File: config.mk
export PLATFORM = sky130hd
export DESIGN_NAME = mpdl_queue
export DESIGN_NICKNAME = d
export VERILOG_FILES = /design/src/mpdl_pkg.sv /design/src/mpdl_queue.sv
export SDC_FILE = /design/constraint.sdc
export NUM_CORES = 1
export LEC_CHECK = 0
export BUFFER_PORTS_ARGS = -buffer_cell sky130_fd_sc_hd__buf_2
export CELL_PAD_IN_SITES_DETAIL_PLACEMENT = 2
export CELL_PAD_IN_SITES_GLOBAL_PLACEMENT = 2
export CORE_MARGIN = 4
export CORE_UTILIZATION = 42
export CTS_BUF_LIST = sky130_fd_sc_hd__clkbuf_4
export DETAILED_ROUTE_END_ITERATION = 7
export PLACE_DENSITY = 0.85
export RECOVER_POWER = 50
export SYNTH_ARGS = -nofsm -noshare
export SYNTH_HDL_FRONTEND = slang
export SYNTH_SLANG_ARGS = --single-unit
File: constraint.sdc
create_clock -name aclk -period 8.9 [get_ports aclk]
set_input_delay 0.89 -clock aclk [delete_from_list [all_inputs] [get_ports aclk]]
set_output_delay 0.89 -clock aclk [all_outputs]
set_load 0.01 [all_outputs]
File: src/mpdl_pkg.sv
// Shared types and constants for the multichannel pool delay line.
// Used by every module of the block but mpdl_ram; depends on nothing else.
package mpdl_pkg;

    localparam int POOL_WORDS  = 4096;
    localparam int CHANNELS    = 4;
    localparam int NUM_REGS    = 4;
    localparam int DELAY_W     = 13;
    localparam int POS_W       = 12;
    localparam int SAMPLE_W    = 32;
    localparam int CH_W        = 2;
    localparam int CFG_IDX_W   = 2;
    localparam int ADDR_W      = (POOL_WORDS > 1) ? $clog2(POOL_WORDS) : 1;
    localparam int SUM_W       = (DELAY_W + 2 > ADDR_W) ? DELAY_W + 2 : ADDR_W;
    localparam int QUEUE_DEPTH = 2;
    localparam int QPTR_W      = (QUEUE_DEPTH > 1) ? $clog2(QUEUE_DEPTH) : 1;
    localparam int QCNT_W      = QPTR_W + 1;

    localparam logic ACTION_SAMPLE = 1'b0;
    localparam logic ACTION_CLEAR  = 1'b1;

    // How the back end produces the result of one sample.
    typedef enum logic [1:0] {
        MODE_BYPASS,
        MODE_ZERO,
        MODE_MEM
    } mode_t;

    typedef struct packed {
        mode_t               mode;
        logic [CH_W-1:0]     ch;
        logic [ADDR_W-1:0]   addr;
        logic [SAMPLE_W-1:0] sample;
    } op_t;

endpackage

File: src/mpdl_queue.sv
// Short first-in first-out queue of sample operations between front and back.
// Uses mpdl_pkg for the entry type and depth.
module mpdl_queue (
    input  logic          aclk,
    input  logic          aresetn,
    input  logic          push,
    input  mpdl_pkg::op_t push_op,
    output logic          full,
    input  logic          pop,
    output mpdl_pkg::op_t pop_op,
    output logic          pop_valid
);
    import mpdl_pkg::*;

    localparam logic [QPTR_W-1:0] LAST_PTR = QPTR_W'(QUEUE_DEPTH - 1);
    localparam logic [QCNT_W-1:0] FULL_CNT = QCNT_W'(QUEUE_DEPTH);

    op_t               entry_reg [QUEUE_DEPTH];
    logic [QPTR_W-1:0] wr_ptr_reg;
    logic [QPTR_W-1:0] wr_ptr_next;
    logic [QPTR_W-1:0] rd_ptr_reg;
    logic [QPTR_W-1:0] rd_ptr_next;
    logic [QCNT_W-1:0] count_reg;
    logic [QCNT_W-1:0] count_next;

    assign full      = (count_reg == FULL_CNT);
    assign pop_valid = (count_reg != '0);
    assign pop_op    = entry_reg[rd_ptr_reg];

    always_comb begin
        wr_ptr_next = wr_ptr_reg;
        rd_ptr_next = rd_ptr_reg;
        count_next  = count_reg;
        if (push) begin
            wr_ptr_next = (wr_ptr_reg == LAST_PTR) ? '0 : wr_ptr_reg + QPTR_W'(1);
        end
        if (pop) begin
            rd_ptr_next = (rd_ptr_reg == LAST_PTR) ? '0 : rd_ptr_reg + QPTR_W'(1);
        end
        if (push && !pop) begin
            count_next = count_reg + QCNT_W'(1);
        end else if (pop && !push) begin
            count_next = count_reg - QCNT_W'(1);
        end
    end

    always_ff @(posedge aclk) begin
        if (push) begin
            entry_reg[wr_ptr_reg] <= push_op;
        end
    end

    always_ff @(posedge aclk) begin
        if (!aresetn) begin
            wr_ptr_reg <= '0;
            rd_ptr_reg <= '0;
            count_reg  <= '0;
        end else begin
            wr_ptr_reg <= wr_ptr_next;
            rd_ptr_reg <= rd_ptr_next;
            count_reg  <= count_next;
        end
    end

endmodule

**After elaboration in Yosys (flattened, before gate mapping)**

Memory sizes are Yosys's and may differ from the RTL's. A register that Yosys moved wholly into a read port is not among the register bits.
Cells that the tools add are included.

- Register bits after elaboration: 4
- Latch bits: 0
- Bits in writable memories: 96
- ROM bits: 0
- Bits of input ports: 52
- Output and inout bits: 50
- Word-level logic and storage cells: 23
- Memories kept: 1

- $add $sub $neg: 4
- Multiply operators: 0
- Divide/modulo/power cells: 0
- $lt $le $gt $ge: 0
- Equal/unequal tests: 1
- Shift-type cells: 0
- Mux-type cells: 8
- Bitwise operators: 0
- Reduce and logical (&&, ||, !) cells: 6

Memories:

| name | words | bits a word | rd ports | clocked after Yosys merged registers in | write ports | RTL line | RTL |
|---|---|---|---|---|---|---|---|
| entry_reg | 2 | 48 | 1 | 1 | 1 | mpdl_queue.sv:18 | `op_t entry_reg [QUEUE_DEPTH];` |

Operators with widths:

| kind | number |
|---|---|
| $mux W1 | 6 |
| $mux W2 | 2 |
| $reduce_bool A2 Y1 | 2 |
| $add A1 B1 Y1 const B | 2 |
| $add A2 B1 Y2 const B | 1 |
| $eq A2 B2 Y1 const B | 1 |
| $logic_and A1 B1 Y1 | 2 |
| $logic_not A1 Y1 | 2 |
| $sub A2 B1 Y2 const B | 1 |

**Longest topological paths before layout**

- Word-level depth: 4
- Depth in mapped cells: 5

**Worst setup path before layout**

OpenSTA, ideal clock, no wires.

- Path type: input-to-reg
- Start: input push
- End: memory entry_reg[0][0] (netlist bit) (enable)
- Library setup time: 0.460 ns
- Data arrival time: 3.052 ns
- Required time: 8.440 ns
- Slack: 5.388 ns
- Cell stages on the path: 1
- Path buffers: 0
- Path through: nor2b_1

- Cells in the longest elaborated chain, start to end: 2

Ends and longest elaborated chain:

| element | RTL line | RTL |
|---|---|---|
| start: declaration | mpdl_queue.sv:6 | `input logic push,` |
| $mux W1 | mpdl_queue.sv:48 | `if (push) begin` |
| $mux W1 (not written as such) | mpdl_queue.sv:49 | `entry_reg[wr_ptr_reg] <= push_op;` |
| end: declaration | mpdl_queue.sv:18 |  |

Every way passes these cells.

**Final worst setup path**

- Start: input push
- End: memory entry_reg[0][12] (netlist bit) (enable)

The elaborated chain is that of the path after synthesis.

==> flow_metrics.env <==
export IMPL_ys_warn_count=0
export IMPL_crit_type="input pin to flip-flop"
export IMPL_layout_drive_gt1_share_pct=44.4
export IMPL_holdWs_ns=0.565
export IMPL_core_area_sq_mm=0.00838
export IMPL_clk_latency_ns=0.42
export IMPL_status="finished with violations"
export IMPL_n_antenna_cell=0
export IMPL_largest_register_ffs=96
export IMPL_post_cts_buffers=0
export IMPL_design_portCount=102
export IMPL_skew_ns=0.0158
export IMPL_violations="max-capacitance violations, max-slew violations"
export IMPL_ys_ff_latch=101
export IMPL_hold_violations=0
export IMPL_fin_area_sq_mm=0.00440
export IMPL_utilization_pct=52.4
export IMPL_grt_start_max_net_pins=49
export IMPL_switchingPower_w=0.000212
export IMPL_ant_nets=0
export IMPL_cts_num_sinks=101
export IMPL_cp_required_ns=8.89
export IMPL_avgRoutedWirePerCell_microns=20.8
export IMPL_arrival_ns=3.19
export IMPL_p_int_w=0.000711
export IMPL_p_leak_nw=1.56
export IMPL_syn_area_per_cell_sq_um=21.5
export IMPL_synth_cell_types=19
export IMPL_cts_reportedPaths_clkPinSlew_ns=0.15
export IMPL_cts_buffers_inserted=9
export IMPL_rows=33
export IMPL_powerDensity_mw_per_mm2=210
export IMPL_fill_cells=793
export IMPL_max_slew_margin_pct=-81.6
export IMPL_gp_congestion=0.725
export IMPL_fin_crit_ns=3.20
export IMPL_place_hpwl_microns=5660
export IMPL_share_comb_of_total_power_pct=10.7
export IMPL_num_vias=1925
export IMPL_dp_slack_ns=6.29
export IMPL_timing_setup_tns_ns=0
export IMPL_drv_cap=1
export IMPL_layout_common_cells="edfxtp_1 (96), buf_2 (61), mux2_2 (47)"
export IMPL_clkPwrFrac_pct=28.0
export IMPL_die_h_microns=102
export IMPL_first_pass_iters=4
export IMPL_ctsResizeCount=0
export IMPL_tightest_slew_ns=2.72
export IMPL_antenna_found_initial=0
export IMPL_switching_share_pct=23.0
export IMPL_areaGrowthSynthToFinish_pct=19.3
export IMPL_dieArea_sq_mm=0.0103
export IMPL_finalSetupViolCount=0
export IMPL_grt_pass1_wl_microns=12300
export IMPL_gr_total_overflow=0
export IMPL_htreeDepth=3
export IMPL_clk_path_buf_depth=2
export IMPL_drc_errors=0
export IMPL_drt_first_iter_violations=54
export IMPL_ctsHoldBuffers=0
export IMPL_grt_pass1_vias=2226
export IMPL_crit_path_max_fanout=48
export IMPL_fin_nets=332
export IMPL_initial_utilization_pct=44.0
export IMPL_drt_vias_per_instance=4.95
export IMPL_cp_start_kind="input pin"
export IMPL_p_seq_share_pct=61.3
export IMPL_syn_area_sq_mm=0.00368
export IMPL_period_share_pct=36.0
export IMPL_fp_dieW_microns=102
export IMPL_routed_wl_microns=8100
export IMPL_layout_commonest_cell="edfxtp_1"
export IMPL_endpoint_kind="flip-flop"
export IMPL_cts_root_buf="clkbuf_4"
export IMPL_min_path_type="flip-flop to flip-flop"
export IMPL_port_buffers=101
export IMPL_cts_tree="built"
export IMPL_setup_slack_ns=5.70
export IMPL_ys_seq_area_share_pct=81.0
export IMPL_netlist_instances=171
export IMPL_peakVddDrop_mv=0.0947
export IMPL_slew_violations=49
export IMPL_rsz0062_at_grt="false"
export IMPL_track_usage_pct=16.6
export IMPL_dpl_cell_area_sq_mm=0.00430
export IMPL_max_freq_mhz=312
export IMPL_syn_num_nets=224
## final timing paths
kind / start / to / slack, ns / cells after the start
setup reg to reg: wr_ptr_reg / entry_reg[0][12] / 5.99 / 2
setup / recovery: push / entry_reg[0][12] / 5.70 / 3
hold reg to reg: count_reg[1] / count_reg[1] / 0.56 / 2
hold / removal: count_reg[1] / count_reg[1] / 0.56 / 2
## stage by stage
step           cells  power [W]
3_5_place_dp     373   0.000681
4_1_cts          389   0.000935
6_report         389   0.000923
2_1_floorplan    171   0.000628
3_3_place_gp     373   0.000672
5_1_grt          389   0.000965
## critical path: stages
cell and delay, ns:
clkbuf_1 0.14, nor2b_1 0.18, clkbuf_1 1.94
## logic make-up (layout without fill, tap and decap cells)
group                    count (synthesis)  after routing  synth area share [%]
buffers and inverters                    6            119                  1.19
XOR/XNOR                                 3              3                 0.713
adder cells (fa/ha/maj)                  1              1                 0.340
flip-flops                             101            101                  81.0
AO/OA/AOI/OAI                            3              3                 0.543
multiplexers                            48             48                  14.7
AND/OR/NAND/NOR                          9              9                  1.60
## layer usage
metal	routed length, microns	track usage [%]
met5	0	0
met4	74	6.13
met3	475	4.61
met2	4630	31.5
met1	2920	17.3
## power groups by stage
| stage | clock, W | sequential, W | combinational (W) |
|---|---|---|---|
| after floorplan | 0 | 0.000564 | 0.0000641 |
| after global placement | 0 | 0.000573 | 0.0000987 |
| after detailed placement | 0 | 0.000576 | 0.000104 |
| after CTS | 0.000264 | 0.000566 | 0.000105 |
| after global routing | 0.000287 | 0.000569 | 0.000109 |
| final | 0.000258 | 0.000565 | 0.0000990 |
## cells in the mapped netlist
cell / number / area (sq um)
and2_1: 4 / 25.0
buf_4: 1 / 7.51
dfxtp_1: 5 / 100
ha_1: 1 / 12.5
mux2_2: 47 / 529
xnor2_1: 1 / 8.76
or2_2: 1 / 6.26
inv_1: 1 / 3.75
buf_2: 2 / 10.0
a21boi_1: 1 / 7.51
xor2_1: 2 / 17.5
and2b_2: 1 / 8.76
or3_1: 1 / 6.26
mux2_1: 1 / 11.3
o21a_1: 1 / 7.51
o21ai_0: 1 / 5.00
nor2b_1: 2 / 12.5
buf_6: 2 / 22.5
edfxtp_1: 96 / 2880
## layout make-up
type / count / area [sq um] / area share [%]
Inverter: 1 / 3.75 / 0.0854
Tap cell: 105 / 131 / 2.99
Multi-Input combinational cell: 64 / 659 / 15.0
Clock buffer: 9 / 67.6 / 1.54
Clock inverter: 7 / 90.1 / 2.05
Sequential cell: 101 / 2980 / 67.9
Timing Repair Buffer: 102 / 459 / 10.4
Note: power is estimated with default switching activity, not from simulation.
