===== config.mk =====
export PLATFORM = sky130hd
export DESIGN_NAME = mpdl_front
export DESIGN_NICKNAME = d
export VERILOG_FILES = /design/src/mpdl_pkg.sv /design/src/mpdl_front.sv
export SDC_FILE = /design/constraint.sdc
export NUM_CORES = 1
export LEC_CHECK = 0
export BUFFER_PORTS_ARGS = -buffer_cell sky130_fd_sc_hd__buf_2
export CORE_AREA = 2 2 102 202
export DETAILED_ROUTE_END_ITERATION = 16
export DIE_AREA = 0 0 104 204
export GPL_TIMING_DRIVEN = 0
export PLACE_DENSITY = 0.62
export SYNTH_ARGS = -nofsm -noshare
export SYNTH_HDL_FRONTEND = slang
export SYNTH_SLANG_ARGS = --single-unit

===== constraint.sdc =====
create_clock -name aclk -period 9.9 [get_ports aclk]
set_input_delay 0.99 -clock aclk [delete_from_list [all_inputs] [get_ports aclk]]
set_output_delay 0.99 -clock aclk [all_outputs]
set_load 0.005 [all_outputs]

===== src/mpdl_pkg.sv =====
// Shared types and constants for the multichannel pool delay line.
// Used by every module of the block but mpdl_ram; depends on nothing else.
package mpdl_pkg;

    localparam int POOL_WORDS  = 4096;
    localparam int CHANNELS    = 4;
    localparam int NUM_REGS    = 4;
    localparam int DELAY_W     = 13;
    localparam int POS_W       = 12;
    localparam int SAMPLE_W    = 32;
    localparam int CH_W        = 2;
    localparam int CFG_IDX_W   = 2;
    localparam int ADDR_W      = (POOL_WORDS > 1) ? $clog2(POOL_WORDS) : 1;
    localparam int SUM_W       = (DELAY_W + 2 > ADDR_W) ? DELAY_W + 2 : ADDR_W;
    localparam int QUEUE_DEPTH = 2;
    localparam int QPTR_W      = (QUEUE_DEPTH > 1) ? $clog2(QUEUE_DEPTH) : 1;
    localparam int QCNT_W      = QPTR_W + 1;

    localparam logic ACTION_SAMPLE = 1'b0;
    localparam logic ACTION_CLEAR  = 1'b1;

    // How the back end produces the result of one sample.
    typedef enum logic [1:0] {
        MODE_BYPASS,
        MODE_ZERO,
        MODE_MEM
    } mode_t;

    typedef struct packed {
        mode_t               mode;
        logic [CH_W-1:0]     ch;
        logic [ADDR_W-1:0]   addr;
        logic [SAMPLE_W-1:0] sample;
    } op_t;

endpackage


===== src/mpdl_front.sv =====
// Front end: delay registers, region layout, write positions and lap flags.
// Classifies each accepted item and queues sample operations. Uses mpdl_pkg.
module mpdl_front (
    input  logic                          aclk,
    input  logic                          aresetn,
    input  logic                          s_valid,
    output logic                          s_ready,
    input  logic                          s_action,
    input  logic [mpdl_pkg::CH_W-1:0]     s_channel,
    input  logic [mpdl_pkg::SAMPLE_W-1:0] s_sample_in,
    input  logic                          cfg_we,
    input  logic [mpdl_pkg::CFG_IDX_W-1:0] cfg_index,
    input  logic [mpdl_pkg::DELAY_W-1:0]  cfg_wdata,
    output logic                          push,
    output mpdl_pkg::op_t                 push_op,
    input  logic                          queue_full
);
    import mpdl_pkg::*;

    localparam logic [CH_W:0]      CH_LIMIT  = (CH_W + 1)'(CHANNELS);
    localparam logic [CFG_IDX_W:0] IDX_LIMIT = (CFG_IDX_W + 1)'(CHANNELS);
    localparam logic [SUM_W-1:0]   POOL_LIM  = SUM_W'(POOL_WORDS);

    logic [DELAY_W-1:0]  delay_reg  [NUM_REGS];
    logic [DELAY_W-1:0]  delay_next [NUM_REGS];
    logic [POS_W-1:0]    pos_reg    [NUM_REGS];
    logic [POS_W-1:0]    pos_next   [NUM_REGS];
    logic [NUM_REGS-1:0] lapped_reg;
    logic [NUM_REGS-1:0] lapped_next;

    logic [SUM_W-1:0]   base [NUM_REGS];
    logic [SUM_W-1:0]   cfg_total;
    logic [SUM_W-1:0]   addr_sum;
    logic [DELAY_W-1:0] sel_len;
    logic [POS_W-1:0]   sel_pos;
    logic [DELAY_W-1:0] pos_inc;
    logic [POS_W-1:0]   pos_adv;
    logic               wrap;
    logic               ch_present;
    logic               delayed;
    logic               accept;
    logic               cfg_ok;
    logic               wipe;

    assign s_ready = !queue_full;
    assign accept  = s_valid && s_ready;
    assign push    = accept && (s_action == ACTION_SAMPLE);

    // Each region starts where the regions of the lower channels end.
    always_comb begin
        base[0] = '0;
        for (int k = 1; k < NUM_REGS; k++) begin
            base[k] = base[k-1] + SUM_W'(delay_reg[k-1]);
        end
    end

    assign ch_present = {1'b0, s_channel} < CH_LIMIT;
    assign sel_len    = delay_reg[s_channel];
    assign sel_pos    = pos_reg[s_channel];
    assign delayed    = ch_present && (sel_len != '0);
    assign pos_inc    = DELAY_W'(sel_pos) + DELAY_W'(1);
    assign wrap       = (pos_inc == sel_len);
    assign pos_adv    = wrap ? '0 : pos_inc[POS_W-1:0];
    assign addr_sum   = base[s_channel] + SUM_W'(sel_pos);

    // A word is only valid to read once the channel has gone once around its
    // ring since the last wipe; before that the word reads as zero.
    always_comb begin
        push_op.ch     = s_channel;
        push_op.addr   = addr_sum[ADDR_W-1:0];
        push_op.sample = s_sample_in;
        if (!delayed) begin
            push_op.mode = MODE_BYPASS;
        end else if (lapped_reg[s_channel]) begin
            push_op.mode = MODE_MEM;
        end else begin
            push_op.mode = MODE_ZERO;
        end
    end

    always_comb begin
        cfg_total = '0;
        for (int k = 0; k < NUM_REGS; k++) begin
            if (k < CHANNELS) begin
                cfg_total = cfg_total + SUM_W'((CFG_IDX_W'(k) == cfg_index) ?
                                                cfg_wdata : delay_reg[k]);
            end
        end
    end

    assign cfg_ok = cfg_we && ({1'b0, cfg_index} < IDX_LIMIT) &&
                    (cfg_total <= POOL_LIM) && (cfg_wdata != delay_reg[cfg_index]);
    assign wipe   = cfg_ok || (accept && (s_action == ACTION_CLEAR));

    always_comb begin
        delay_next  = delay_reg;
        pos_next    = pos_reg;
        lapped_next = lapped_reg;
        if (cfg_ok) begin
            delay_next[cfg_index] = cfg_wdata;
        end
        if (wipe) begin
            for (int k = 0; k < NUM_REGS; k++) begin
                pos_next[k] = '0;
            end
            lapped_next = '0;
        end else if (push && delayed) begin
            pos_next[s_channel] = pos_adv;
            if (wrap) begin
                lapped_next[s_channel] = 1'b1;
            end
        end
    end

    always_ff @(posedge aclk) begin
        if (!aresetn) begin
            for (int k = 0; k < NUM_REGS; k++) begin
                delay_reg[k] <= '0;
                pos_reg[k]   <= '0;
            end
            lapped_reg <= '0;
        end else begin
            delay_reg  <= delay_next;
            pos_reg    <= pos_next;
            lapped_reg <= lapped_next;
        end
    end

endmodule


# Word level (Yosys, flattened, before mapping)
# Cells that the tools add are included.
[classes]
bitwise = 5
n_div = 0
reduce_logical = 15
addsub = 7
n_lt_le_gt_ge = 7
mux = 29
shift = 0
n_eq_ne = 5
multipliers = 0
[op_table]
columns = ["cell", "count"]
rows = [
  ["13-bit 2-to-1 mux", 9],
  ["12-bit 2-to-1 mux", 6],
  ["13-bit binary-select mux with 2-bit select", 2],
  ["52-bit bitwise mux", 1],
  ["48-bit bitwise mux", 1],
  ["14-bit by 13-bit adder with 15-bit output", 2],
  ["15-bit binary-select mux with 2-bit select", 1],
  ["13-bit by 13-bit adder with 14-bit output", 2],
  ["13-bit demux with 2-bit select", 1],
  ["12-bit binary-select mux with 2-bit select", 1],
  ["12-bit demux with 2-bit select", 1],
  ["15-bit by 13-bit adder with 15-bit output", 1],
  ["15-bit by 13-bit less-or-equal comparator with 1-bit output, second input constant", 1],
  ["12-bit by 1-bit adder with 13-bit output, second input constant", 1],
  ["13-bit == test", 1],
  ["13-bit inequality test", 1],
  ["13-bit nonzero test", 1],
  ["12-bit adder", 1],
  ["1-bit logical AND", 9],
  ["3-bit greater-or-equal comparator, second input constant", 2],
  ["3-bit by 1-bit less-than comparator with 1-bit output, second input constant", 2],
  ["2-bit inverter with 3-bit output", 2],
  ["2-bit == test, first input constant", 2],
  ["2-bit 2-to-1 mux", 2],
  ["other kinds (13)", 15],
]
[word_totals]
mem_count = 0
ff_bits = 104
latch_bits = 0
word_cells = 77
rom_bits = 0
ram_bits = 0
out_inout_bits = 50

# Longest topological paths before layout
[logic_depth]
depth_word = 10
mapped_depth = 27
mapped_depth_nobuf = 27

# Worst setup path before layout
# OpenSTA, ideal clock, no wires.
[synth_timing]
path_kind = "in2reg"
start = "in cfg_index[0] in the netlist's numbering"
end = "reg pos_reg[14] in the netlist's numbering"
n_path_buf = 4
setup_ns = 0.117
arrival_time_ns = 6.252
path_stages = 21
required_time_ns = 9.783
setup_slack_ns = 3.532
cell_sequence = "buf_2 -> nor2_1 -> clkbuf_1 -> mux2i_1 -> fa_1 -> fa_1 -> inv_1 -> ha_1 -> inv_1 -> fa_1 -> nor2b_1 -> o31a_1 -> o211a_1 -> or3_1 -> a2111oi_2 -> nand4_1 -> a211oi_4 -> buf_6 -> nor3_1 -> buf_2 -> a22o_1"
[synth_via]
elab_chain_cells = 10
[synth_lines]
columns = ["element", "line", "text"]
rows = [
  ["from (decl)", "mpdl_front.sv:12", "input logic [mpdl_pkg::CFG_IDX_W-1:0] cfg_index,"],
  ["1-bit by 2-bit == test with 1-bit output or 2-bit logical NOT (tied branches)", "mpdl_front.sv:85", "cfg_total = cfg_total + SUM_W'((CFG_IDX_W'(k) == cfg_index) ?"],
  ["13-bit 2-to-1 mux", "mpdl_front.sv:85", ""],
  ["13-bit by 13-bit adder with 14-bit output", "mpdl_front.sv:85", ""],
  ["14-bit by 13-bit adder with 15-bit output", "mpdl_front.sv:85", ""],
  ["15-bit by 13-bit adder with 15-bit output", "mpdl_front.sv:85", ""],
  ["15-bit by 13-bit less-or-equal comparator with 1-bit output", "mpdl_front.sv:92", "(cfg_total <= POOL_LIM) && (cfg_wdata != delay_reg[cfg_index]);"],
  ["1-bit logical AND", "mpdl_front.sv:91", "assign cfg_ok = cfg_we && ({1'b0, cfg_index} < IDX_LIMIT) &&"],
  ["1-bit logical AND (*)", "mpdl_front.sv:92", ""],
  ["1-bit logical OR (*)", "mpdl_front.sv:93", "assign wipe = cfg_ok || (accept && (s_action == ACTION_CLEAR));"],
  ["2-bit OR reduction (no source line) (*)", "--", ""],
  ["to (signal assigned)", "mpdl_front.sv:124", "pos_reg <= pos_next;"],
  ["to (decl)", "mpdl_front.sv:26", "logic [POS_W-1:0] pos_reg [NUM_REGS];"],
]
# Mark *: on every way between the ends. The rest lies on a longest branch, timed or not. The select of a mux whose other input is x is not followed.
# A chain may end at the register's enable or synchronous reset.

==> summary.txt <==
Global routing
  – Vias in the first global route: 8244
  – Antenna violations before repair: 0
  – GRT Total Usage: 28.07%
  – Global route overflow: 0
  – First-pass GRT wire length: 45250 µm
  – Largest net degree at the start of global routing: 18

CTS
  – Inserted Clock Buffers: 9
  – Clock Tree Buf Depth: 2
  – Clock-pin slew on the worst setup and hold paths: 0.07 ns
  – CTS tree: done
  – Root Driver: clkbuf_16
  – Worst skew pair latency: 0.38 ns
  – CTS H-Tree Depth: 3
  – Cts repair resizes: 0
  – CTS Hold Bufs: 0
  – Post CTS Setup Buffer Count: 0
  – TritonCTS Sinks: 104

Power and ir drop
  – Leakage: 4.780 nW
  – Pwr/cell area: 125.7 mW/mm²
  – Max VDD drop: 0.00008249 V

Synthesis
  – Area fraction in compound gates after synthesis: 13.97%
  – Post-synthesis mux area share: 21.99%
  – Synth unique cells: 73
  – Largest cells by area after synthesis: dfxtp_1 23%, mux2i_1 13%, mux4_2 9.0%
  – Most common cell in the netlist: mux2i_1
  – EDFF count, synth: 0
  – Mean Syn Cell Area: 9.491 µm²
  – Ys async rst share: 0%
  – Primary FF master, synth: dfxtp_1
  – Largest family of logic cells by synthesized area: multiplexers
  – Adder-cell share of the synthesized area: 12.80%
  – Largest area contributor in the synthesized netlist: dfxtp_1
  – Syn nets: 1104
  – Post-synth top area share: 22.57%
  – Sequential element share of the synthesized area: 22.57%
  – Cells after Synth: 972
  – Yosys reg bits: 104
  – Synth cell count leaders: 116 x mux2i_1, 104 x dfxtp_1, 101 x nand2_1
  – Synthesized cell area: 0.009225 mm²
  – Synthesis warning total: 0
  – Post-Synth XOR/XNOR Area: 6.022%
  – Synth Area in Simple Gates: 14.65%

Setup path
  – Crit path from: s_channel[1]
  – Reg2Reg Capture Point: pos_reg[21]$_SDFFE_PP0P_
  – Crit. End Element: primary output
  – Reg2Reg Depth: 18
  – Critical path required time: 8.91 ns
  – Startpoint types: input port
  – Worst Path Max Fanout: 10
  – Setup CP Type: in -> out
  – Reg2reg setup slack: 4.49 ns
  – Crit path arrival time: 6.65 ns
  – Reg2reg start: delay_reg[40]$_SDFFE_PN0P_

STA
  – Final Setup Violations: 0
  – Final hold viol count: 0
  – Max Slew Vio Count: 0
  – Setup ws final: 2.255 ns
  – Tcrit/Tclk final: 77.22%
  – Crit path time final: 7.645 ns
  – Fmax achieved: 130.8 MHz
  – Final Skew: 0.01771 ns
  – Slew @ Worst Pin: 1.018 ns
  – Setup TNS Final: 0 ns
  – Slew margin rel.: 31.89%
  – RSZ-0062 raised after global routing: false

Hold path
  – Hold depth: 1
  – Worst hold path class: reg -> reg
  – Hold endpoint: lapped_reg[0]$_SDFFE_PP0P_
  – Hold Startpoint: lapped_reg[0]$_SDFFE_PP0P_

Place
  – Port Buf Inserts: 69
  – Routability cong.: 0.9359
  – DP HPWL: 23900 µm
  – Pre-CTS WS: 2.205 ns

Route
  – Vias per cell: 5.882
  – WL final: 28980 µm
  – Drt wl/cell: 21.97 µm
  – DRC errors left: 0
  – Vias post-DR: 7759
  – Iteration-0 DRC Markers: 319
  – Antenna Nets Post-Route: 0
  – 1st-pass router iterations: 5

Finish
  – Max FFs per register: 52
  – Final core occ: 51.72%
  – Multi-input logic area: 0.006405 mm²
  – Syn-to-layout area delta: 10.61%
  – Fill cell count: 1941
  – Register area: 0.002082 mm²
  – Nets@finish: 1184
  – Ant. Diodes: 0
  – Layout cells sized above 1: 19.49%

Die
  – Core Footprint: 0.01973 mm²
  – Num ports: 105
  – Height of the die: 204 µm
  – Die width: 104 µm
  – Initial Utilization: 46.76%
  – # rows: 73
  – Die area: 0.02122 mm²

Run
  – Max Cap Violations: 0

Run status
  – Status: finished, final reports clean
## final cells by class
type | instances | area share [%]
buffer | 86 | 5.395
clock buffer | 11 | 2.379
clock inverter | 5 | 0.6131
inverter | 50 | 1.839
multi-input combinational | 732 | 62.77
sequential | 104 | 20.40
tap | 262 | 3.213
timing repair buffer | 69 | 3.384
## power breakdown
| group | leakage [nW] | internal (mW) | switching, mW |
|---|---|---|---|
| Clock | 0.148 | 0.205 | 0.174 |
| Combinational | 3.79 | 0.189 | 0.261 |
| Sequential | 0.839 | 0.432 | 0.0213 |
## placed cells by master (no fill, tap or decap), drive strengths merged, types with 11 or more instances in the layout
| cell type | instances |
|---|---|
| buf | 138 |
| mux2i | 116 |
| dfxtp | 104 |
| nand2 | 102 |
| inv | 52 |
| a22o | 49 |
| ha | 48 |
| nor2 | 42 |
| mux4 | 37 |
| xnor2 | 35 |
| o21ai | 31 |
| fa | 29 |
| a21oi | 28 |
| clkbuf | 28 |
| xor2 | 25 |
| nor3 | 20 |
| nand3 | 16 |
| a21o | 13 |
| a31oi | 11 |
| nor4 | 11 |
## cell families after synthesis
family / count (synthesis)
xor+xnor: 61
fa+ha+maj: 77
buf+inv: 136
simple gates: 260
flops: 104
mux: 156
compound gates: 178
## worst max-delay path, cell delays in order
cell      delay, ns
buf_6          0.15
buf_2          0.38
buf_1          0.65
buf_1          0.65
inv_1          0.16
nor2_1         0.81
a22o_1         0.28
ha_1           0.20
nand2_1        0.07
o21ai_0        0.51
nor4_1         0.17
or4_1          0.63
a31oi_1        0.19
xor2_1         0.31
nand2_1        0.09
o22ai_1        0.19
a211oi_1       0.06
buf_2          0.13
## how the worst max path moves through the flow
stage                                to
6_report                    push_op[43]
5_1_grt                     push_op[43]
4_1_cts                     push_op[43]
3_5_place_dp   pos_reg[19]$_SDFFE_PP0P_
3_3_place_gp   pos_reg[21]$_SDFFE_PP0P_
2_1_floorplan  pos_reg[14]$_SDFFE_PP0P_
## routing by layer
layer  part of all wire, %  up-vias  GRT usage (%)  routed length [µm]
met5                     0        -              0                   0
met4                   7.0        0          20.27                2021
met3                   3.0      110          3.444                 856
met2                    58      228          55.97               16780
met1                    32     3753          25.35                9324
li1                      -     3668              -                   -
## metrics by stage
step	hold slack (ns)	instance area, µm²	power (mW)	instances
after global placement	0.4292	9898	0.9079	1303
after floorplan	0.4204	9225	0.7784	972
after global routing	0.4775	10200	1.347	1319
after CTS	0.4562	10200	1.285	1319
final	0.4527	10200	1.283	1319
after detailed placement	0.4390	9898	0.9114	1303
Power figures use the tool's default switching activity.
