`config.mk`:
```
export PLATFORM = sky130hd
export DESIGN_NAME = mpdl_back
export DESIGN_NICKNAME = d
export VERILOG_FILES = /design/src/mpdl_pkg.sv /design/src/mpdl_back.sv
export SDC_FILE = /design/constraint.sdc
export NUM_CORES = 1
export LEC_CHECK = 0
export BUFFER_PORTS_ARGS = -buffer_cell sky130_fd_sc_hd__buf_2
export CAP_MARGIN = 0
export CORE_MARGIN = 2
export CORE_UTILIZATION = 31
export DETAILED_ROUTE_END_ITERATION = 7
export GPL_TIMING_DRIVEN = 0
export MAX_ROUTING_LAYER = met4
export PLACE_DENSITY = 0.74
export SLEW_MARGIN = 20
export SYNTH_ARGS = -nofsm -noshare
export SYNTH_HDL_FRONTEND = slang
export SYNTH_SLANG_ARGS = --single-unit
```
`constraint.sdc`:
```
create_clock -name aclk -period 2.45 [get_ports aclk]
set_input_delay 0 -clock aclk [delete_from_list [all_inputs] [get_ports aclk]]
set_output_delay 0 -clock aclk [all_outputs]
set_load 0.02 [all_outputs]
```
`src/mpdl_pkg.sv`:
```
// Shared types and constants for the multichannel pool delay line.
// Used by every module of the block but mpdl_ram; depends on nothing else.
package mpdl_pkg;

    localparam int POOL_WORDS  = 4096;
    localparam int CHANNELS    = 4;
    localparam int NUM_REGS    = 4;
    localparam int DELAY_W     = 13;
    localparam int POS_W       = 12;
    localparam int SAMPLE_W    = 32;
    localparam int CH_W        = 2;
    localparam int CFG_IDX_W   = 2;
    localparam int ADDR_W      = (POOL_WORDS > 1) ? $clog2(POOL_WORDS) : 1;
    localparam int SUM_W       = (DELAY_W + 2 > ADDR_W) ? DELAY_W + 2 : ADDR_W;
    localparam int QUEUE_DEPTH = 2;
    localparam int QPTR_W      = (QUEUE_DEPTH > 1) ? $clog2(QUEUE_DEPTH) : 1;
    localparam int QCNT_W      = QPTR_W + 1;

    localparam logic ACTION_SAMPLE = 1'b0;
    localparam logic ACTION_CLEAR  = 1'b1;

    // How the back end produces the result of one sample.
    typedef enum logic [1:0] {
        MODE_BYPASS,
        MODE_ZERO,
        MODE_MEM
    } mode_t;

    typedef struct packed {
        mode_t               mode;
        logic [CH_W-1:0]     ch;
        logic [ADDR_W-1:0]   addr;
        logic [SAMPLE_W-1:0] sample;
    } op_t;

endpackage

```
`src/mpdl_back.sv`:
```
// Back end: issues the pool read and write that the mode of each queued operation calls for and
// holds the result in an output register. Uses mpdl_pkg.
module mpdl_back (
    input  logic                          aclk,
    input  logic                          aresetn,
    input  logic                          pop_valid,
    input  mpdl_pkg::op_t                 pop_op,
    output logic                          pop,
    output logic                          ram_we,
    output logic                          ram_re,
    output logic [mpdl_pkg::ADDR_W-1:0]   ram_addr,
    output logic [mpdl_pkg::SAMPLE_W-1:0] ram_wdata,
    input  logic [mpdl_pkg::SAMPLE_W-1:0] ram_rdata,
    output logic                          m_valid,
    input  logic                          m_ready,
    output logic [mpdl_pkg::CH_W-1:0]     m_channel_out,
    output logic [mpdl_pkg::SAMPLE_W-1:0] m_sample_out
);
    import mpdl_pkg::*;

    logic                stage_valid_reg;
    logic                stage_valid_next;
    mode_t               stage_mode_reg;
    logic [CH_W-1:0]     stage_ch_reg;
    logic [SAMPLE_W-1:0] stage_sample_reg;
    logic                out_valid_reg;
    logic                out_valid_next;
    logic [CH_W-1:0]     out_ch_reg;
    logic [SAMPLE_W-1:0] out_sample_reg;
    logic [SAMPLE_W-1:0] result;
    logic                out_load;
    logic                stage_free;

    // The read stage only advances into a free output register, so the RAM
    // read data holds still while the stage waits.
    assign out_load   = stage_valid_reg && (!out_valid_reg || m_ready);
    assign stage_free = !stage_valid_reg || out_load;
    assign pop        = pop_valid && stage_free;

    assign ram_re    = pop && (pop_op.mode == MODE_MEM);
    assign ram_we    = pop && (pop_op.mode != MODE_BYPASS);
    assign ram_addr  = pop_op.addr;
    assign ram_wdata = pop_op.sample;

    always_comb begin
        unique case (stage_mode_reg)
            MODE_MEM:    result = ram_rdata;
            MODE_ZERO:   result = '0;
            MODE_BYPASS: result = stage_sample_reg;
            default:     result = stage_sample_reg;
        endcase
    end

    always_comb begin
        if (pop) begin
            stage_valid_next = 1'b1;
        end else if (out_load) begin
            stage_valid_next = 1'b0;
        end else begin
            stage_valid_next = stage_valid_reg;
        end
        if (out_load) begin
            out_valid_next = 1'b1;
        end else if (m_ready) begin
            out_valid_next = 1'b0;
        end else begin
            out_valid_next = out_valid_reg;
        end
    end

    always_ff @(posedge aclk) begin
        if (pop) begin
            stage_mode_reg   <= pop_op.mode;
            stage_ch_reg     <= pop_op.ch;
            stage_sample_reg <= pop_op.sample;
        end
        if (out_load) begin
            out_ch_reg     <= stage_ch_reg;
            out_sample_reg <= result;
        end
    end

    always_ff @(posedge aclk) begin
        if (!aresetn) begin
            stage_valid_reg <= 1'b0;
            out_valid_reg   <= 1'b0;
        end else begin
            stage_valid_reg <= stage_valid_next;
            out_valid_reg   <= out_valid_next;
        end
    end

    assign m_valid       = out_valid_reg;
    assign m_channel_out = out_ch_reg;
    assign m_sample_out  = out_sample_reg;

endmodule

```
* Yosys cells after proc, flatten, opt, wreduce, memory -nomap -nowiden *
Cells that the tools add are included.

storage, ports and cells
  bits in registers = 72
  logic and storage cells = 26

cells by class
  eq/ne operators = 3
  multiplexer cells = 5
  reductions and logical operators = 11

operators by type and width
  operator            count
  $pmux 32 s2         1
  $reduce_bool 2->1   3
  $eq 2x2->1 const B  2
  $logic_and 1x1->1   4
  $mux 1              4
  $eq 2x1->1 const B  1
  $logic_not 1->1     2
  $logic_or 1x1->1    2

* Depth between registers and ports, before layout *
Gate-level depths: netlist of run 1.

  depth after elaboration = 6
  gate-level depth with buffers = 6
  depth with buffers taken out = 4

* Least setup slack after synthesis of run 1 *
No wires, ideal clock.

  kind = register to register
  start point = register out_valid_reg (netlist: m_valid)
  end point = register stage_ch_reg[0], enable pin
  arrival = 2500 ps
  required time = 2004 ps
  path slack = -496 ps
  stages on the path, launching flop included = 3
  path buffers = 0
  period minus slack after synthesis = 2946 ps
  cell sequence = dfxtp_1 -> and3b_1 -> nor2b_1

on the way
  word-level cells in the longest chain between the ends = 5

ends and longest elaborated chain
  element                   line             text
  start: declaration        mpdl_back.sv:26  logic out_valid_reg;
  start signal: assignment  mpdl_back.sv:89  out_valid_reg <= out_valid_next;
  $logic_not 1->1           mpdl_back.sv:36  assign out_load = stage_valid_reg && (!out_valid_reg || m_ready);
  $logic_or 1x1->1          mpdl_back.sv:36
  $logic_and 1x1->1         mpdl_back.sv:36
  $logic_or 1x1->1          mpdl_back.sv:37  assign stage_free = !stage_valid_reg || out_load;
  $logic_and 1x1->1         mpdl_back.sv:38  assign pop = pop_valid && stage_free;
  via pop                   mpdl_back.sv:8   output logic pop,
  end signal: assignment    mpdl_back.sv:74  stage_ch_reg <= pop_op.ch;
  end: declaration          mpdl_back.sv:24  logic [CH_W-1:0] stage_ch_reg;

The timed path passes the listed nets, and every way through them passes these cells.
A chain may end at the register's enable or synchronous reset.

* Worst setup path in the final report of run 1 *
  start point = register out_valid_reg (netlist: m_valid)
  end point = output port pop

on the way
  word-level cells in the longest chain between the ends = 5

ends and longest elaborated chain
  element            line
  $logic_not 1->1    mpdl_back.sv:36
  $logic_or 1x1->1   mpdl_back.sv:36
  $logic_and 1x1->1  mpdl_back.sv:36
  $logic_or 1x1->1   mpdl_back.sv:37
  $logic_and 1x1->1  mpdl_back.sv:38
  end: declaration   mpdl_back.sv:8

Every way passes these cells.

==> results.json, run 1 <==
{
  "pwr_density_cell_nw_per_um2": 658.9,
  "stdcell_count": 520,
  "cts-buffers-inserted": 9,
  "syn_to_final_growth_pct": 66.29,
  "die-area_sq_um": 10190,
  "grt_overflow_total": 0,
  "coreArea_sq_um": 9196,
  "path_class": "reg -> out",
  "whs_ns": 0.02680,
  "fin_ws_ns": 0.6416,
  "p_leak_nw": 2.159,
  "slowest_delay_ns": 0.46,
  "antenna_left": 0,
  "place_inst": 435,
  "timing.final.crit_share_pct": 73.81,
  "grt_usage_pct": 14.90,
  "synth_edf_count": 70,
  "r2r_start": "m_valid",
  "drc_errors": 0,
  "r2r_end": "stage_sample_reg[2]",
  "cp.arrival_ns": 1.81,
  "drv_slew": 0,
  "min_path_type": "in -> reg",
  "status": "completed",
  "ys_warn_count": 0,
  "skew_ns": 0.009596,
  "async_flop_share_pct": 0,
  "postCtsSetupBuffers": 0,
  "hold_start": "m_ready",
  "startpoint": "m_valid",
  "total_power_mw": 3.193,
  "clockBufferDepth": 2,
  "max_freq_ghz": 0.5530,
  "ctsResizeCount": 0,
  "synthCells": 169,
  "final_area_sq_um": 4846,
  "fin_nets": 490,
  "start_util_pct": 31.69,
  "slowest_stage": "nor2b_4",
  "layout_min_cycle_time_ns": 1.808,
  "reg2reg_setup_slack_ns": 0.86,
  "synthDistinctLibCells": 17,
  "place_congestion": 0.7753,
  "setup.worst_path.start_class": "register",
  "firstDrtPassIters": 4,
  "slew_headroom_pct": 65.16,
  "path_clk_slew_ns": 0.07,
  "cp_top_family": "simple AND/OR/NAND/NOR gates",
  "power_frac_seq_pct": 45.7,
  "htree_levels": 3,
  "ys_seq_area_share_pct": 73.51,
  "r2r_cells": 3,
  "max-cap-violations": 0,
  "final.setup.tns_ns": 0,
  "p_int_mw": 2.484,
  "hold_violations": 0,
  "grt_start_max_net_pins": 23,
  "placed_cell_area_sq_um": 3889,
  "clock_latency_ns": 0.35,
  "pre_cts_ws_ns": 0.8559,
  "rsz0062_at_grt": "false",
  "syn_avg_cell_area_sq_um": 17.24,
  "crit_buf_inv": 2,
  "cts_tree": "done",
  "root_buffer": "clkbuf_8",
  "drt-vias-per-instance": 4.325,
  "cts_hold_buf": 70,
  "fin_util_pct": 52.69,
  "peakVddDrop_mv": 0.2792,
  "crit_path_max_fanout": 22,
  "core.rowCount": 35,
  "pwr-share-comb_pct": 16.4,
  "n_antenna_cell": 0,
  "dpl.hpwl_microns": 4838,
  "synth.cell_area_sq_um": 2914,
  "syn_nets": 254,
  "wirelength_microns": 7434,
  "dr_total_vias": 2249,
  "pin_count": 166,
  "grt_pass1_vias": 2367,
  "synth_top_flop_cell": "edfxtp_1",
  "grt_pass1_wl_microns": 11120,
  "hold_end": "m_valid",
  "antenna_found_initial": 0,
  "min_path_cells": 3,
  "pwr-share-clk_pct": 38.0,
  "sw_frac_of_total_pct": 22.19,
  "worst_pin_slew_ns": 0.5215,
  "cp_cell_sequence": "and3b_1, nor2b_4, buf_16, buf_2",
  "critPathRequiredTime_ns": 2.45,
  "die_h_microns": 101.0,
  "yosys_register_bits": 72,
  "setup_violations": 0,
  "wl_per_cell_microns": 14.30,
  "p_switching_mw": 0.7086,
  "endpoint_kind": "primary output",
  "cts_num_sinks": 72,
  "detail_route.iter0.violations": 56,
  "die_w_microns": 101.0,
  "io_buffers": 153,
  "drive_gt1_share_pct": 54.77
}
==> routing by layer <==
| layer | share of wire [%] | track usage (%) |
|---|---|---|
| met5 | 0 | - |
| met4 | 2.6 | 8.108 |
| met3 | 4.3 | 2.635 |
| met2 | 55 | 27.13 |
| met1 | 38 | 15.06 |
==> area by class of cell <==
class	count	area (sq um)
multi-input combinational	45	392.9
inverter	1	3.754
timing repair buffer	225	1521
clock inverter	6	132.6
tap	111	138.9
clock buffer	9	123.9
fill	764	4350
sequential	72	2142
buffer	51	390.4
==> Yosys cell counts (2+ instances only) <==
cell type / count / area [sq um]
nand2_1: 2 / 7.510
dfxtp_1: 2 / 40.04
buf_6: 4 / 45.04
buf_4: 44 / 330.3
buf_2: 3 / 15.01
edfxtp_1: 70 / 2102
o21a_1: 2 / 15.01
nor2b_1: 3 / 18.77
a22o_1: 31 / 271.5
==> cells in the final DEF (no fill, tap or decap) <==
master         instances
a22o_1                31
and3b_1                1
buf_16                 2
buf_2                156
buf_4                 44
buf_6                  4
bufinv_16              4
clkbuf_8               9
clkinv_1               1
clkinv_4               1
dfxtp_1                2
dlygate4sd3_1         70
edfxtp_1              70
ha_1                   1
inv_1                  1
nand2_1                2
nor2_1                 1
nor2b_1                1
nor2b_4                3
nor4bb_2               1
o21a_1                 2
o21ai_0                1
o21ai_1                1
==> how the worst max path moves through the flow <==
stage,endpoint,cells after the start
floorplan,stage_ch_reg[0],2
global route,pop,4
finish,pop,4
global placement,stage_sample_reg[14],2
detailed placement,stage_sample_reg[14],3
CTS,pop,4
==> kinds of logic after synthesis <==
family,synth area share [%]
flip-flops,73.51
buffers and inverters,13.52
AO/OA/AOI/OAI,10.18
adder cells (fa/ha/maj),0.4293
AND/OR/NAND/NOR,2.362
==> power by group through the flow <==
stage,Clock (mW),Sequential [mW],Combinational [mW]
4_1_cts,1.24,1.46,0.523
2_1_floorplan,0,1.53,0.214
3_3_place_gp,0,1.48,0.414
5_1_grt,1.29,1.46,0.560
6_report,1.21,1.46,0.522
3_5_place_dp,0,1.48,0.436
==> worst register-to-register path, cell delays in order, from the launching register on <==
cell and delay [ns]:
dfxtp_1 0.33, and3b_1 0.26, nor2b_4 0.47, buf_16 0.23
No activity file was read; power rests on OpenSTA's default activity.
==> inputs of run 2 (changes only) <==
PLACE_DENSITY = 0.72   (was 0.74)
clock period = 1.7 ns   (was 2.45 ns; I/O delays follow)
==> results.json, run 2 (synthesized netlist as in run 1, its figures left out) <==
{
  "timing.final.crit_share_pct": 91.02,
  "syn_to_final_growth_pct": 64.62,
  "die_h_microns": 101.0,
  "cts_tree": "done",
  "hold_start": "m_ready",
  "drive_gt1_share_pct": 55.10,
  "grt_busiest_layer": "met2",
  "cts_num_sinks": 72,
  "stdcell_count": 523,
  "dr_total_vias": 2249,
  "hold_violations": 0,
  "min_path_cells": 3,
  "coreArea_sq_um": 9196,
  "fin_nets": 492,
  "crit_path_max_fanout": 18,
  "p_leak_nw": 2.136,
  "clock_latency_ns": 0.34,
  "max_freq_ghz": 0.6462,
  "pin_count": 166,
  "drc_errors": 0,
  "grt_pass1_vias": 2354,
  "path_class": "reg -> reg",
  "clockBufferDepth": 2,
  "placed_cell_area_sq_um": 3834,
  "reg2reg_setup_slack_ns": 0.15,
  "final_area_sq_um": 4797,
  "cts-buffers-inserted": 9,
  "die_w_microns": 101.0,
  "setup.worst_path.start_class": "register",
  "grt_overflow_total": 0,
  "cp.arrival_ns": 1.52,
  "worst_pin_slew_ns": 0.6076,
  "critPathRequiredTime_ns": 1.68,
  "pwr_density_cell_nw_per_um2": 898.4,
  "htree_levels": 3,
  "wl_per_cell_microns": 15.22,
  "n_antenna_cell": 0,
  "status": "completed",
  "use_met1_pct": 16.47,
  "r2r_start": "stage_valid_reg",
  "grt_usage_pct": 15.64,
  "die-area_sq_um": 10190,
  "core.rowCount": 35,
  "root_buffer": "clkbuf_8",
  "startpoint": "stage_valid_reg",
  "path_clk_slew_ns": 0.08,
  "wirelength_microns": 7962,
  "endpoint_kind": "register",
  "hold_end": "m_valid",
  "place_congestion": 0.7714,
  "drv_slew": 0,
  "max-cap-violations": 0,
  "skew_ns": 0.01260,
  "grt_pass1_wl_microns": 11510,
  "layout_common_cells": "buf_2, dlygate4sd3_1, edfxtp_1",
  "detail_route.iter0.violations": 76,
  "drt-vias-per-instance": 4.300,
  "io_buffers": 153,
  "layout_commonest_cell": "buf_2",
  "peakVddDrop_mv": 0.4239,
  "r2r_end": "stage_sample_reg[17]",
  "fin_util_pct": 52.16,
  "r2r_cells": 2,
  "min_path_type": "in -> reg",
  "antenna_left": 0,
  "layout_min_cycle_time_ns": 1.547,
  "place_inst": 433,
  "whs_ns": 0.1058,
  "grtUsageMet2_pct": 27.59,
  "firstDrtPassIters": 4,
  "grt_start_max_net_pins": 35,
  "setup_violations": 0,
  "met3_usage_pct": 3.329,
  "rsz0062_at_grt": "false",
  "start_util_pct": 31.69,
  "dpl.hpwl_microns": 4636,
  "antenna_found_initial": 0,
  "slew_headroom_pct": 59.41
}
run 2: worst max path at each step:
stage	cells after the start	slack [ns]	endpoint
detailed placement	2	-0.16	stage_sample_reg[18]
global placement	2	-0.08	stage_sample_reg[18]
floorplan	2	0.008	stage_ch_reg[0]
global route	2	0.1	stage_sample_reg[21]
CTS	3	-0.06	pop
finish	2	0.15	stage_sample_reg[17]
run 2: power breakdown:
group | internal (mW) | leakage (nW) | switching, mW
clock network | 0.820 | 0.102 | 0.634
logic | 0.388 | 1.34 | 0.365
registers | 2.07 | 0.692 | 0.0280
total | 3.28 | 2.14 | 1.03
run 2: area by class of cell:
class,instances,area [sq um]
Clock inverter,6,83.83
Multi-Input combinational cell,47,421.7
Timing Repair Buffer,225,1488
Clock buffer,10,127.6
Tap cell,111,138.9
Buffer,51,390.4
Fill cell,767,4399
Sequential cell,72,2143
Inverter,1,3.754
run 2: critical path, cell delays in order, from the launching register on:
cell and delay [ns]:
dfxtp_2 0.36, and3b_2 0.30, nor2b_4 0.52
run 2: metal layers:
| metal | wire, microns | part of all wire, % | vias to the layer above |
|---|---|---|---|
| li1 | - | - | 1079 |
| met2 | 4331 | 54 | 89 |
| met3 | 349 | 4.4 | 11 |
| met5 | 0 | 0 | - |
| met1 | 3131 | 39 | 1070 |
| met4 | 149 | 1.9 | 0 |
run 2: timing repair:
action,CTS,global route
hold buffers,70,0
gates resized for setup,5,1
pin swaps,1,0
endpoints found under the setup margin,37,35
endpoints found under the hold margin,70,0
buffers inserted,0,2
gates cloned,1,1
run 2: per-stage QoR:
| stage | worst slack [ns] | TNS, ns | total power [mW] |
|---|---|---|---|
| after detailed placement | -0.1562 | -5.611 | 2.752 |
| after floorplan | 0.007893 | 0 | 2.512 |
| final | 0.1526 | 0 | 4.310 |
| after CTS | -0.05511 | -0.05511 | 4.334 |
| after global placement | -0.07934 | -2.751 | 2.738 |
| after global routing | 0.09615 | 0 | 4.498 |
==> inputs of run 3 (changes only) <==
GPL_TIMING_DRIVEN = 1   (was 0)
==> results.json, run 3 (synthesized netlist as in run 1, its figures left out) <==
{
  "status": "completed",
  "wl_per_cell_microns": 15.18,
  "timing.final.crit_share_pct": 87.71,
  "drv_slew": 0,
  "coreArea_sq_um": 9196,
  "firstDrtPassIters": 4,
  "layout_commonest_cell": "buf_2",
  "crit_path_max_fanout": 37,
  "fin_nets": 429,
  "num-fill-cells": 803,
  "setup.worst_path.start_class": "register",
  "layout_common_cells": "buf_2, dlygate4sd3_1, edfxtp_1",
  "peakVddDrop_mv": 0.3781,
  "cp.arrival_ns": 1.49,
  "grt_overflow_total": 0,
  "pin_count": 166,
  "hold_violations": 0,
  "worst_pin_slew_ns": 0.4793,
  "grt_usage_pct": 13.28,
  "slowest_delay_ns": 0.32,
  "place_inst": 373,
  "slowest_stage": "dfxtp_1",
  "grt_pass1_wl_microns": 9646,
  "root_buffer": "clkbuf_8",
  "core.rowCount": 35,
  "cts-buffers-inserted": 9,
  "path_class": "reg -> out",
  "cts_num_sinks": 72,
  "antenna_left": 0,
  "rsz0062_at_grt": "false",
  "p_leak_nw": 1.839,
  "wirelength_microns": 6983,
  "drive_gt1_share_pct": 46.70,
  "start_util_pct": 31.69,
  "total_power_mw": 4.162,
  "multi_input_area_sq_um": 419.2,
  "fin_ws_ns": 0.2089,
  "dr_total_vias": 2052,
  "final.setup.tns_ns": 0,
  "grt_start_max_net_pins": 38,
  "endpoint_kind": "primary output",
  "cts_tree": "done",
  "path_clk_slew_ns": 0.08,
  "clock_latency_ns": 0.34,
  "critPathRequiredTime_ns": 1.70,
  "slew_headroom_pct": 67.98,
  "stdcell_count": 460,
  "n_antenna_cell": 0,
  "regArea_sq_um": 2142,
  "min_path_type": "in -> out",
  "syn_to_final_growth_pct": 49.89,
  "pre_cts_ws_ns": 0.006800,
  "clockBufferDepth": 2,
  "antenna_found_initial": 0,
  "detail_route.iter0.violations": 52,
  "skew_ns": 0.01022,
  "grt_pass1_vias": 2097,
  "pwr_density_cell_nw_per_um2": 952.8,
  "setup_violations": 0,
  "cp_cell_sequence": "and3b_1, nor2b_4, buf_12, buf_2",
  "htree_levels": 3,
  "die_h_microns": 101.0,
  "whs_ns": 0.000008862,
  "layout_min_cycle_time_ns": 1.491,
  "drc_errors": 0,
  "die_w_microns": 101.0,
  "max_freq_ghz": 0.6707,
  "max-cap-violations": 0,
  "io_buffers": 141,
  "place_congestion": 0.7630,
  "drt-vias-per-instance": 4.461,
  "die-area_sq_um": 10190,
  "crit_buf_inv": 2,
  "cp_top_family": "buffers and inverters"
}
[run 3: changes by cell type in the layout (fill, tap and decap cells not counted), sizes merged]
cell / delta
nor2b: -1
buf: -62
clkbuf: -1
clkinvlp: +1
[run 3: final cells by class]
cell class | count | share of cell area (%)
multi-input combinational | 46 | 9.596
timing repair buffer | 214 | 33.29
clock buffer | 9 | 2.836
sequential | 72 | 49.04
clock inverter | 7 | 1.977
inverter | 1 | 0.08594
tap | 111 | 3.180
[run 3: report_power, final]
group,switching (mW),internal (mW)
combinational,0.321,0.311
sequential,0.0269,2.07
clock,0.617,0.811
[run 3: worst register-to-register path: stages (launching register included)]
cell,delay (ns)
edfxtp_1,0.42
ha_4,0.33
buf_4,0.35
o21ai_1,0.11
[run 3: per-stage QoR]
stage                     utilization, %  cell area (sq um)
after floorplan                        -               2929
after global placement             37.31               3431
after detailed placement           37.31               3431
after CTS                          47.35               4354
after global routing               47.50               4368
final                              47.50               4368
[run 3: layer usage]
| layer | global-route usage, % | vias up | wire [microns] |
|---|---|---|---|
| met5 | - | - | 0 |
| met2 | 24.05 | 94 | 3773 |
| met3 | 2.982 | 23 | 347 |
| li1 | - | 951 | - |
| met1 | 13.15 | 984 | 2663 |
| met4 | 7.173 | 0 | 198 |
[run 3: final timing paths]
check,startpoint,to,slack [ns],cells past startpoint
min,pop_op[36],ram_addr[4],0.000009,0
max reg2reg,stage_mode_reg[1],m_sample_out[31],0.24,3
min reg2reg,stage_ch_reg[1],m_channel_out[1],0.42,0
max,m_valid,pop,0.21,4
[run 3: repair_timing]
item / in CTS / in global routing
endpoints found under the setup margin: 5 / 31
resized for setup: 1 / 1
pin swaps: 1 / 0
setup buffers: 0 / 0
endpoints found under the hold margin: 70 / 0
hold buffers: 70 / 0
cloned: 0 / 1
